<file path="src/rpnse_pkg.sv">
// ----------------------------------------------------------------------------
// rpnse_pkg
// shared widths, op codes and status codes of the rpn stack evaluator
// ----------------------------------------------------------------------------
`timescale 1ns / 1ps
`default_nettype none

package rpnse_pkg;

    localparam int STACK_DEPTH = 16;
    localparam int DATA_W      = 32;
    localparam int CODE_W      = 3;
    localparam int DEPTH_W     = 5;

    typedef logic [CODE_W-1:0]      t_code;
    typedef logic signed [DATA_W-1:0] t_data;

    // op codes
    localparam t_code OP_PUSH   = 3'd0;
    localparam t_code OP_ADD    = 3'd1;
    localparam t_code OP_SUB    = 3'd2;
    localparam t_code OP_MUL    = 3'd3;
    localparam t_code OP_DIV    = 3'd4;
    localparam t_code OP_FINISH = 3'd5;

    // status codes
    localparam t_code ST_OK       = 3'd0;
    localparam t_code ST_OVERFLOW = 3'd1;
    localparam t_code ST_FEW      = 3'd2;
    localparam t_code ST_DIV      = 3'd3;
    localparam t_code ST_DEPTH    = 3'd4;
    localparam t_code ST_IGNORED  = 3'd5;

    localparam t_data SAT_MAX = 32'sh7fff_ffff;
    localparam t_data SAT_MIN = 32'sh8000_0000;

endpackage

`default_nettype wire

</file>
<file path="src/rpn_stack_evaluator_top.sv">
// ----------------------------------------------------------------------------
// rpn_stack_evaluator_top
// reverse polish evaluator on a bounded stack of signed q16.16 values
// ----------------------------------------------------------------------------
// usage:
//   a beat is taken at a rising edge with start high and busy low; i_op picks
//   push, add, subtract, multiply, divide or finish, i_operand_value is the
//   pushed number. every beat gives exactly one result beat on o_status,
//   o_top_value and o_stack_depth, marked by o_valid for one cycle.
//   push, finish, divide and every error or ignored beat give their result
//   straight from S_IDLE; add and subtract pass through S_EXEC, multiply
//   through S_MUL. busy is low again in the cycle o_valid is high, so push
//   beats go at one per cycle; an operator holds off the next beat until
//   its result. the wait is set by the registered read of the second entry
//   from the stack memory and the registered multiplier.
//   the top of stack sits in a register; the memory holds every entry.
//   reset clears depth and held error; memory contents need no clearing.
//   there is no back-pressure: results must be taken when o_valid is high.
// ----------------------------------------------------------------------------
`timescale 1ns / 1ps
`default_nettype none

module rpn_stack_evaluator_top #(
    parameter int STACK_DEPTH = rpnse_pkg::STACK_DEPTH
) (
    input  wire logic                           i_clk,
    input  wire logic                           i_rst_n,
    input  wire logic                           start,
    output logic                                busy,
    input  wire logic [rpnse_pkg::CODE_W-1:0]   i_op,
    input  wire logic signed [rpnse_pkg::DATA_W-1:0] i_operand_value,
    output logic                                o_valid,
    output logic [rpnse_pkg::CODE_W-1:0]        o_status,
    output logic signed [rpnse_pkg::DATA_W-1:0] o_top_value,
    output logic [rpnse_pkg::DEPTH_W-1:0]       o_stack_depth
);

    localparam int AW = $clog2(STACK_DEPTH);
    localparam int CW = $clog2(STACK_DEPTH + 1);

    typedef enum logic [2:0] {
        S_IDLE = 3'b001,
        S_EXEC = 3'b010,
        S_MUL  = 3'b100
    } t_state;

    t_state                 r_state, n_state;
    logic [CW-1:0]          r_count, n_count;
    rpnse_pkg::t_code       r_err, n_err;
    rpnse_pkg::t_data       r_top, n_top;
    logic                   r_sub, n_sub;
    logic                   r_valid, n_valid;
    rpnse_pkg::t_code       r_status, n_status;
    rpnse_pkg::t_data       r_out_top, n_out_top;
    logic [CW-1:0]          r_out_depth, n_out_depth;

    logic                   w_accept;
    logic                   w_we;
    logic [AW-1:0]          w_waddr;
    rpnse_pkg::t_data       w_wdata;
    logic                   w_re;
    logic [AW-1:0]          w_raddr;
    rpnse_pkg::t_data       w_rdata;
    rpnse_pkg::t_data       w_addsub;
    rpnse_pkg::t_data       w_mul;
    logic [CW-1:0]          w_cnt_m1;
    logic [CW-1:0]          w_cnt_m2;
    rpnse_pkg::t_data       w_cur_top;

    rpnse_stack_mem #(
        .DEPTH (STACK_DEPTH),
        .AW    (AW)
    ) u_mem (
        .i_clk   (i_clk),
        .i_we    (w_we),
        .i_waddr (w_waddr),
        .i_wdata (w_wdata),
        .i_re    (w_re),
        .i_raddr (w_raddr),
        .o_rdata (w_rdata)
    );

    rpnse_alu u_alu (
        .i_clk    (i_clk),
        .i_sub    (r_sub),
        .i_a      (w_rdata),
        .i_b      (r_top),
        .o_addsub (w_addsub),
        .o_mul    (w_mul)
    );

    assign busy     = (r_state != S_IDLE);
    assign w_accept = start && !busy;
    assign w_cnt_m1 = r_count - CW'(1);
    assign w_cnt_m2 = r_count - CW'(2);
    assign w_cur_top = (r_count == '0) ? '0 : r_top;

    always_comb begin
        n_state     = r_state;
        n_count     = r_count;
        n_err       = r_err;
        n_top       = r_top;
        n_sub       = r_sub;
        n_valid     = 1'b0;
        n_status    = r_status;
        n_out_top   = r_out_top;
        n_out_depth = r_out_depth;
        w_we        = 1'b0;
        w_waddr     = r_count[AW-1:0];
        w_wdata     = i_operand_value;
        w_re        = 1'b0;
        w_raddr     = w_cnt_m2[AW-1:0];

        case (r_state)
            S_IDLE: begin
                if (w_accept) begin
                    n_status    = rpnse_pkg::ST_OK;
                    n_out_top   = w_cur_top;
                    n_out_depth = r_count;
                    n_valid     = 1'b1;
                    if (i_op == rpnse_pkg::OP_FINISH) begin
                        n_out_top   = '0;
                        n_out_depth = '0;
                        if (r_err != rpnse_pkg::ST_OK) begin
                            n_status = r_err;
                        end else if (r_count != CW'(1)) begin
                            n_status = rpnse_pkg::ST_DEPTH;
                        end else begin
                            n_out_top = r_top;
                        end
                        n_count = '0;
                        n_err   = rpnse_pkg::ST_OK;
                    end else if (r_err != rpnse_pkg::ST_OK) begin
                        n_status = rpnse_pkg::ST_IGNORED;
                    end else begin
                        case (i_op)
                            rpnse_pkg::OP_PUSH: begin
                                if (r_count >= CW'(STACK_DEPTH)) begin
                                    n_status = rpnse_pkg::ST_OVERFLOW;
                                    n_err    = rpnse_pkg::ST_OVERFLOW;
                                end else begin
                                    w_we        = 1'b1;
                                    n_count     = r_count + CW'(1);
                                    n_top       = i_operand_value;
                                    n_out_top   = i_operand_value;
                                    n_out_depth = r_count + CW'(1);
                                end
                            end
                            rpnse_pkg::OP_ADD, rpnse_pkg::OP_SUB, rpnse_pkg::OP_MUL,
                            rpnse_pkg::OP_DIV: begin
                                if (r_count < CW'(2)) begin
                                    n_status = rpnse_pkg::ST_FEW;
                                    n_err    = rpnse_pkg::ST_FEW;
                                end else if (i_op == rpnse_pkg::OP_DIV) begin
                                    n_status = rpnse_pkg::ST_DIV;
                                    n_err    = rpnse_pkg::ST_DIV;
                                end else begin
                                    // fetch the second entry, result comes later
                                    // r_sub also marks the first multiply cycle
                                    w_re    = 1'b1;
                                    n_valid = 1'b0;
                                    n_sub   = (i_op == rpnse_pkg::OP_SUB) ||
                                              (i_op == rpnse_pkg::OP_MUL);
                                    n_state = (i_op == rpnse_pkg::OP_MUL) ? S_MUL : S_EXEC;
                                end
                            end
                            default: begin
                                n_status = rpnse_pkg::ST_IGNORED;
                            end
                        endcase
                    end
                end
            end
            S_EXEC, S_MUL: begin
                w_wdata = (r_state == S_MUL) ? w_mul : w_addsub;
                if (r_state == S_MUL && r_sub) begin
                    // first multiply cycle: product is being registered
                    n_sub = 1'b0;
                end else begin
                    w_we        = 1'b1;
                    w_waddr     = w_cnt_m2[AW-1:0];
                    n_top       = w_wdata;
                    n_count     = w_cnt_m1;
                    n_valid     = 1'b1;
                    n_status    = rpnse_pkg::ST_OK;
                    n_out_top   = w_wdata;
                    n_out_depth = w_cnt_m1;
                    n_state     = S_IDLE;
                end
            end
            default: begin
                n_state = S_IDLE;
            end
        endcase
    end

    always_ff @(posedge i_clk) begin
        if (!i_rst_n) begin
            r_state <= S_IDLE;
            r_count <= '0;
            r_err   <= rpnse_pkg::ST_OK;
            r_valid <= 1'b0;
            r_sub   <= 1'b0;
        end else begin
            r_state <= n_state;
            r_count <= n_count;
            r_err   <= n_err;
            r_valid <= n_valid;
            r_sub   <= n_sub;
        end
    end

    always_ff @(posedge i_clk) begin
        r_top       <= n_top;
        r_status    <= n_status;
        r_out_top   <= n_out_top;
        r_out_depth <= n_out_depth;
    end

    assign o_valid       = r_valid;
    assign o_status      = r_status;
    assign o_top_value   = r_out_top;
    assign o_stack_depth = rpnse_pkg::DEPTH_W'(r_out_depth);

`ifndef SYNTHESIS
    a_count_bound: assert property (@(posedge i_clk) disable iff (!i_rst_n)
        r_count <= CW'(STACK_DEPTH))
        else $error("stack count beyond depth");

    a_finish_clears: assert property (@(posedge i_clk) disable iff (!i_rst_n)
        (w_accept && i_op == rpnse_pkg::OP_FINISH) |=> (o_valid && o_stack_depth == '0))
        else $error("finish beat without empty-stack result");

    a_no_strobe_busy: assert property (@(posedge i_clk) disable iff (!i_rst_n)
        (r_state == S_EXEC || r_state == S_MUL) |-> !o_valid)
        else $error("result strobe while an operator is in flight");

    a_err_held: assert property (@(posedge i_clk) disable iff (!i_rst_n)
        (r_err != rpnse_pkg::ST_OK) |-> (r_state == S_IDLE))
        else $error("operator in flight with an error held");
`endif

endmodule

`default_nettype wire

</file>
<file path="src/rpnse_stack_mem.sv">
// ----------------------------------------------------------------------------
// rpnse_stack_mem
// stack storage: one write port, one read port with registered read data
// ----------------------------------------------------------------------------
`timescale 1ns / 1ps
`default_nettype none

module rpnse_stack_mem #(
    parameter int DEPTH = rpnse_pkg::STACK_DEPTH,
    parameter int AW    = $clog2(DEPTH)
) (
    input  wire logic                i_clk,
    input  wire logic                i_we,
    input  wire logic [AW-1:0]       i_waddr,
    input  wire rpnse_pkg::t_data    i_wdata,
    input  wire logic                i_re,
    input  wire logic [AW-1:0]       i_raddr,
    output rpnse_pkg::t_data         o_rdata
);

    rpnse_pkg::t_data r_mem [DEPTH];
    rpnse_pkg::t_data r_rdata;

    always_ff @(posedge i_clk) begin
        if (i_we) begin
            r_mem[i_waddr] <= i_wdata;
        end
    end

    always_ff @(posedge i_clk) begin
        if (i_re) begin
            r_rdata <= r_mem[i_raddr];
        end
    end

    assign o_rdata = r_rdata;

endmodule

`default_nettype wire

</file>
<file path="src/rpnse_alu.sv">
// ----------------------------------------------------------------------------
// rpnse_alu
// saturating add / subtract and registered q16.16 multiply
// ----------------------------------------------------------------------------
`timescale 1ns / 1ps
`default_nettype none

module rpnse_alu (
    input  wire logic             i_clk,
    input  wire logic             i_sub,
    input  wire rpnse_pkg::t_data i_a,
    input  wire rpnse_pkg::t_data i_b,
    output rpnse_pkg::t_data      o_addsub,
    output rpnse_pkg::t_data      o_mul
);

    logic signed [rpnse_pkg::DATA_W:0]     w_sum;
    logic signed [2*rpnse_pkg::DATA_W-1:0] r_prod;
    logic                                  w_fits;

    always_comb begin
        if (i_sub) begin
            w_sum = {i_a[rpnse_pkg::DATA_W-1], i_a} - {i_b[rpnse_pkg::DATA_W-1], i_b};
        end else begin
            w_sum = {i_a[rpnse_pkg::DATA_W-1], i_a} + {i_b[rpnse_pkg::DATA_W-1], i_b};
        end
        if (w_sum[rpnse_pkg::DATA_W] != w_sum[rpnse_pkg::DATA_W-1]) begin
            o_addsub = w_sum[rpnse_pkg::DATA_W] ? rpnse_pkg::SAT_MIN : rpnse_pkg::SAT_MAX;
        end else begin
            o_addsub = w_sum[rpnse_pkg::DATA_W-1:0];
        end
    end

    always_ff @(posedge i_clk) begin
        r_prod <= i_a * i_b;
    end

    // floor of product / 2^16 is an arithmetic shift; saturate on bits 63:47
    assign w_fits = (r_prod[63:47] == {17{1'b0}}) || (r_prod[63:47] == {17{1'b1}});

    always_comb begin
        if (w_fits) begin
            o_mul = r_prod[47:16];
        end else begin
            o_mul = r_prod[63] ? rpnse_pkg::SAT_MIN : rpnse_pkg::SAT_MAX;
        end
    end

endmodule

`default_nettype wire
</file>
<file path="config.mk">
export PLATFORM = sky130hd
export DESIGN_NAME = rpn_stack_evaluator_top
export DESIGN_NICKNAME = d
export VERILOG_FILES = /design/src/rpnse_pkg.sv /design/src/rpn_stack_evaluator_top.sv /design/src/rpnse_stack_mem.sv /design/src/rpnse_alu.sv
export SDC_FILE = /design/constraint.sdc
export NUM_CORES = 2
export LEC_CHECK = 0
export BUFFER_PORTS_ARGS = -buffer_cell sky130_fd_sc_hd__buf_2
export CAP_MARGIN = 20
export CORE_ASPECT_RATIO = 1.75
export CORE_MARGIN = 4
export CORE_UTILIZATION = 49
export DETAILED_ROUTE_END_ITERATION = 10
export GPL_TIMING_DRIVEN = 0
export HOLD_SLACK_MARGIN = 0.02
export PLACE_DENSITY = 0.64
export SLEW_MARGIN = 40
export SYNTH_ARGS = -nofsm -noshare
export SYNTH_HDL_FRONTEND = slang
export SYNTH_SLANG_ARGS = --single-unit
export TNS_END_PERCENT = 5
</file>
<file path="constraint.sdc">
create_clock -name i_clk -period 13.8 [get_ports i_clk]
set_input_delay 0 -clock i_clk [delete_from_list [all_inputs] [get_ports i_clk]]
set_output_delay 0 -clock i_clk [all_outputs]
set_load 0.005 [all_outputs]
</file>
==> impl_metrics.csv <==
group,metric,value,unit
sta,final_hold_viol_count,0,
sta,fin_crit_sh,71.2,%
finish,utilization,54.0,%
worst_setup_path,cp_cell_sequence,"clkbuf_1 > nand2_1 > fa_1 > fa_1 > fa_1 > fa_1 > inv_1 > fa_1 > fa_1 > fa_1 > fa_1 > ha_1 > clkbuf_1 > nand2_1 > o211ai_1 > o22ai_1 > a31oi_1 > a31oi_1 > or4_1 > nand3_1 > a21oi_1 > xnor2_1",
floorplan,die_y,487,um
logic_synthesis,yosys-top-cells-count,"fa_1, inv_1, nand2_1",
global_route,grtUsageTotal,36.5,%
worst_setup_path,worst_setup_path_start_kind,"flop",
logic_synthesis,synth_top_area_share,33.8,%
floorplan,fp.coreArea,0.130,mm^2
worst_setup_path,arrival,10.27,ns
global_route,antenna_found_initial,29,
logic_synthesis,synth_most_common_cell,"fa_1",
global_route,overflow,0,
place,hpwl,194,mm
global_route,grt_max_degree,31,
routing,drc_errors,1,
place,placed_area,0.0681,mm^2
finish,n_fill_cell,11400,
sta,finalCriticalPeriod,9.83,ns
finish,layout-drive-gt1-share,10.1,%
place,placement.io_buffers,78,
cts,clk_pin_slew,0.08,ns
cts,cts_num_sinks,676,
worst_setup_path,crit_top_cell,"fa_1",
floorplan,dieArea,0.137,mm^2
logic_synthesis,synthFlopType,"edfxtp_1",
place,pre_cts_ws,4.03,ns
cts,cts_tree,"built",
logic_synthesis,synth-edff-count,616,
cts,numCtsBuffers,49,
finish,area_growth_syn_to_layout,9.44,%
status,status,"finished with violations",
cts,htreeDepth,2,
cts,clockBufferDepth,3,
worst_setup_path,end_kind,"flop",
sta,worst_pin_slew,0.999,ns
place,place.gp.congestion,1.03,
sta,drv_slew,0,
logic_synthesis,ys_ff_latch,676,
finish,layout.nets,7091,
logic_synthesis,async_flop_share,0,%
logic_synthesis,postSynthAreaPerCell,11.6,um^2
cts,clock_latency,0.62,ns
logic_synthesis,seq_area_frac_synth,30.7,%
logic_synthesis,yosys.area.top_type,"fa_1",
logic_synthesis,synth_fp_nets,6863,
routing,wl_per_cell,32.4,um
logic_synthesis,yosys_warnings,0,
worst_setup_path,worstPathMaxFanout,10,
floorplan,ios,80,
logic_synthesis,netlist_area,0.0641,mm^2
routing,first_pass_iters,11,
sta,tns,0,ns
sta,finClkSkew,0.0259,ns
routing,wl,243,mm
floorplan,initial_core_util,49.3,%
floorplan,placementRows,175,
floorplan,dieWidth,282,um
worst_setup_path,cpPeakStageDelay,0.84,ns
global_route,grt_pass1_wl,350,mm
finish,fin_area,0.0702,mm^2
routing,vias_per_cell,5.96,
logic_synthesis,ys_top_cells_by_area,"fa_1, edfxtp_1, inv_1, mux4_2, and2_1",
logic_synthesis,synth_cell_types,71,
min_path,hold_class,"primary input to flop",
run,cap_violations,0,
sta,rsz0062_at_grt,"false",
status,violations,"DRC",
sta,max_freq,102,MHz
sta,fin_ws,3.97,ns
sta,maxSlewHeadroom,33.4,%
sta,setup_viol,0,
global_route,grt_pass1_vias,48900,
worst_setup_path,crit_path_top_delay_cell,"fa_1",
logic_synthesis,netlist_instances,5524,
worst_setup_path,cp.required,14.24,ns
cts,root_buffer,"clkbuf_16",
cts,post-cts-setup-buffer-count,0,
routing,drtIter0Drc,4360,
routing,num_vias,44700,
routing,ant_nets,0,
worst_setup_path,worstSetupPathType,"flop to flop",
## flip-flops by register name, indices dropped and copies added, names as in the netlist
register,cells
r_top,32
o_top_value,32
r_state,3
r_sub,1
u_mem.o_rdata,32
r_count,5
r_err,2
u_mem.r_mem,512
u_alu.r_prod,48
o_stack_depth,5
o_status,3
o_valid,1
## worst max-delay path: cells and delay by family (launching register included)
| family | cells | cell delay [ns] |
|---|---|---|
| XOR/XNOR | 1 | 0.56 |
| AO/OA/AOI/OAI | 5 | 1.30 |
| flip-flops | 1 | 0.71 |
| AND/OR/NAND/NOR | 4 | 1.08 |
| adder cells (fa/ha/maj) | 9 | 4.84 |
| buffers and inverters | 3 | 1.15 |
## metrics by stage
| stage | hold WS (ns) | std cells |
|---|---|---|
| global placement | 0.274 | 7283 |
| finish | 0.208 | 7498 |
| detailed placement | 0.284 | 7343 |
| floorplan | 0.0619 | 5524 |
| CTS | 0.179 | 7472 |
| global route | 0.235 | 7483 |
## final cells by class
class | count | area, um^2 | share of cell area (%)
multi-input cells | 3548 | 39800 | 56.7
diodes | 26 | 65.1 | 0.0927
inverters | 983 | 3690 | 5.26
clock buffers | 57 | 1260 | 1.79
well taps | 1681 | 2100 | 3.00
plain buffers | 317 | 1410 | 2.00
flip-flops and latches | 676 | 19700 | 28.1
repair buffers | 177 | 1790 | 2.55
clock inverters | 33 | 419 | 0.597
## placed cells by master (no fill, tap or decap), types with 60 or more instances in the layout
cell / n
nor2_1: 121
dfxtp_1: 60
edfxtp_1: 616
o21ai_0: 80
fa_1: 1081
nand2_1: 652
mux4_2: 160
buf_2: 113
and2_1: 517
inv_1: 980
a21oi_1: 113
clkbuf_2: 139
xnor2_1: 78
a21o_1: 63
ha_1: 219
clkbuf_1: 152
## per-layer routing
layer | wire, um | GRT usage (%) | share of wire [%]
met5 | 85 | 0 | 0.035
met4 | 26000 | 29.2 | 11
met2 | 123000 | 63.5 | 51
met1 | 77100 | 39.6 | 32
met3 | 16300 | 5.27 | 6.7
## repair_timing
item,in CTS,in global routing
gates resized for setup,0,0
hold buffers,39,0
endpoints found under the hold margin,305,0
## kinds of logic after synthesis
| logic type | after synthesis | share of synthesized area, % |
|---|---|---|
| AOI/OAI and AO/OA | 466 | 4.78 |
| xor gates and xnor gates | 114 | 1.56 |
| adders and majority gates | 1301 | 38.0 |
| buffers and inverters | 1300 | 7.63 |
| DFF | 676 | 30.7 |
| muxes | 168 | 5.74 |
| and+or+nand+nor | 1499 | 11.5 |
## worst paths after layout
check / from / endpoint / slack [ns] / cells past startpoint
worst max-delay path: u_mem.o_rdata[21] / u_alu.r_prod[45] / 3.97 / 22
worst min-delay path: i_rst_n / r_state[0] / 0.21 / 3
worst max register to register: u_mem.o_rdata[21] / u_alu.r_prod[45] / 3.97 / 22
worst min register to register: r_err[0] / r_err[0] / 0.57 / 2
Power is left out: the tool's default activity adds up to more than one toggle a clock period on the data nets, which glitch-free logic cannot reach.
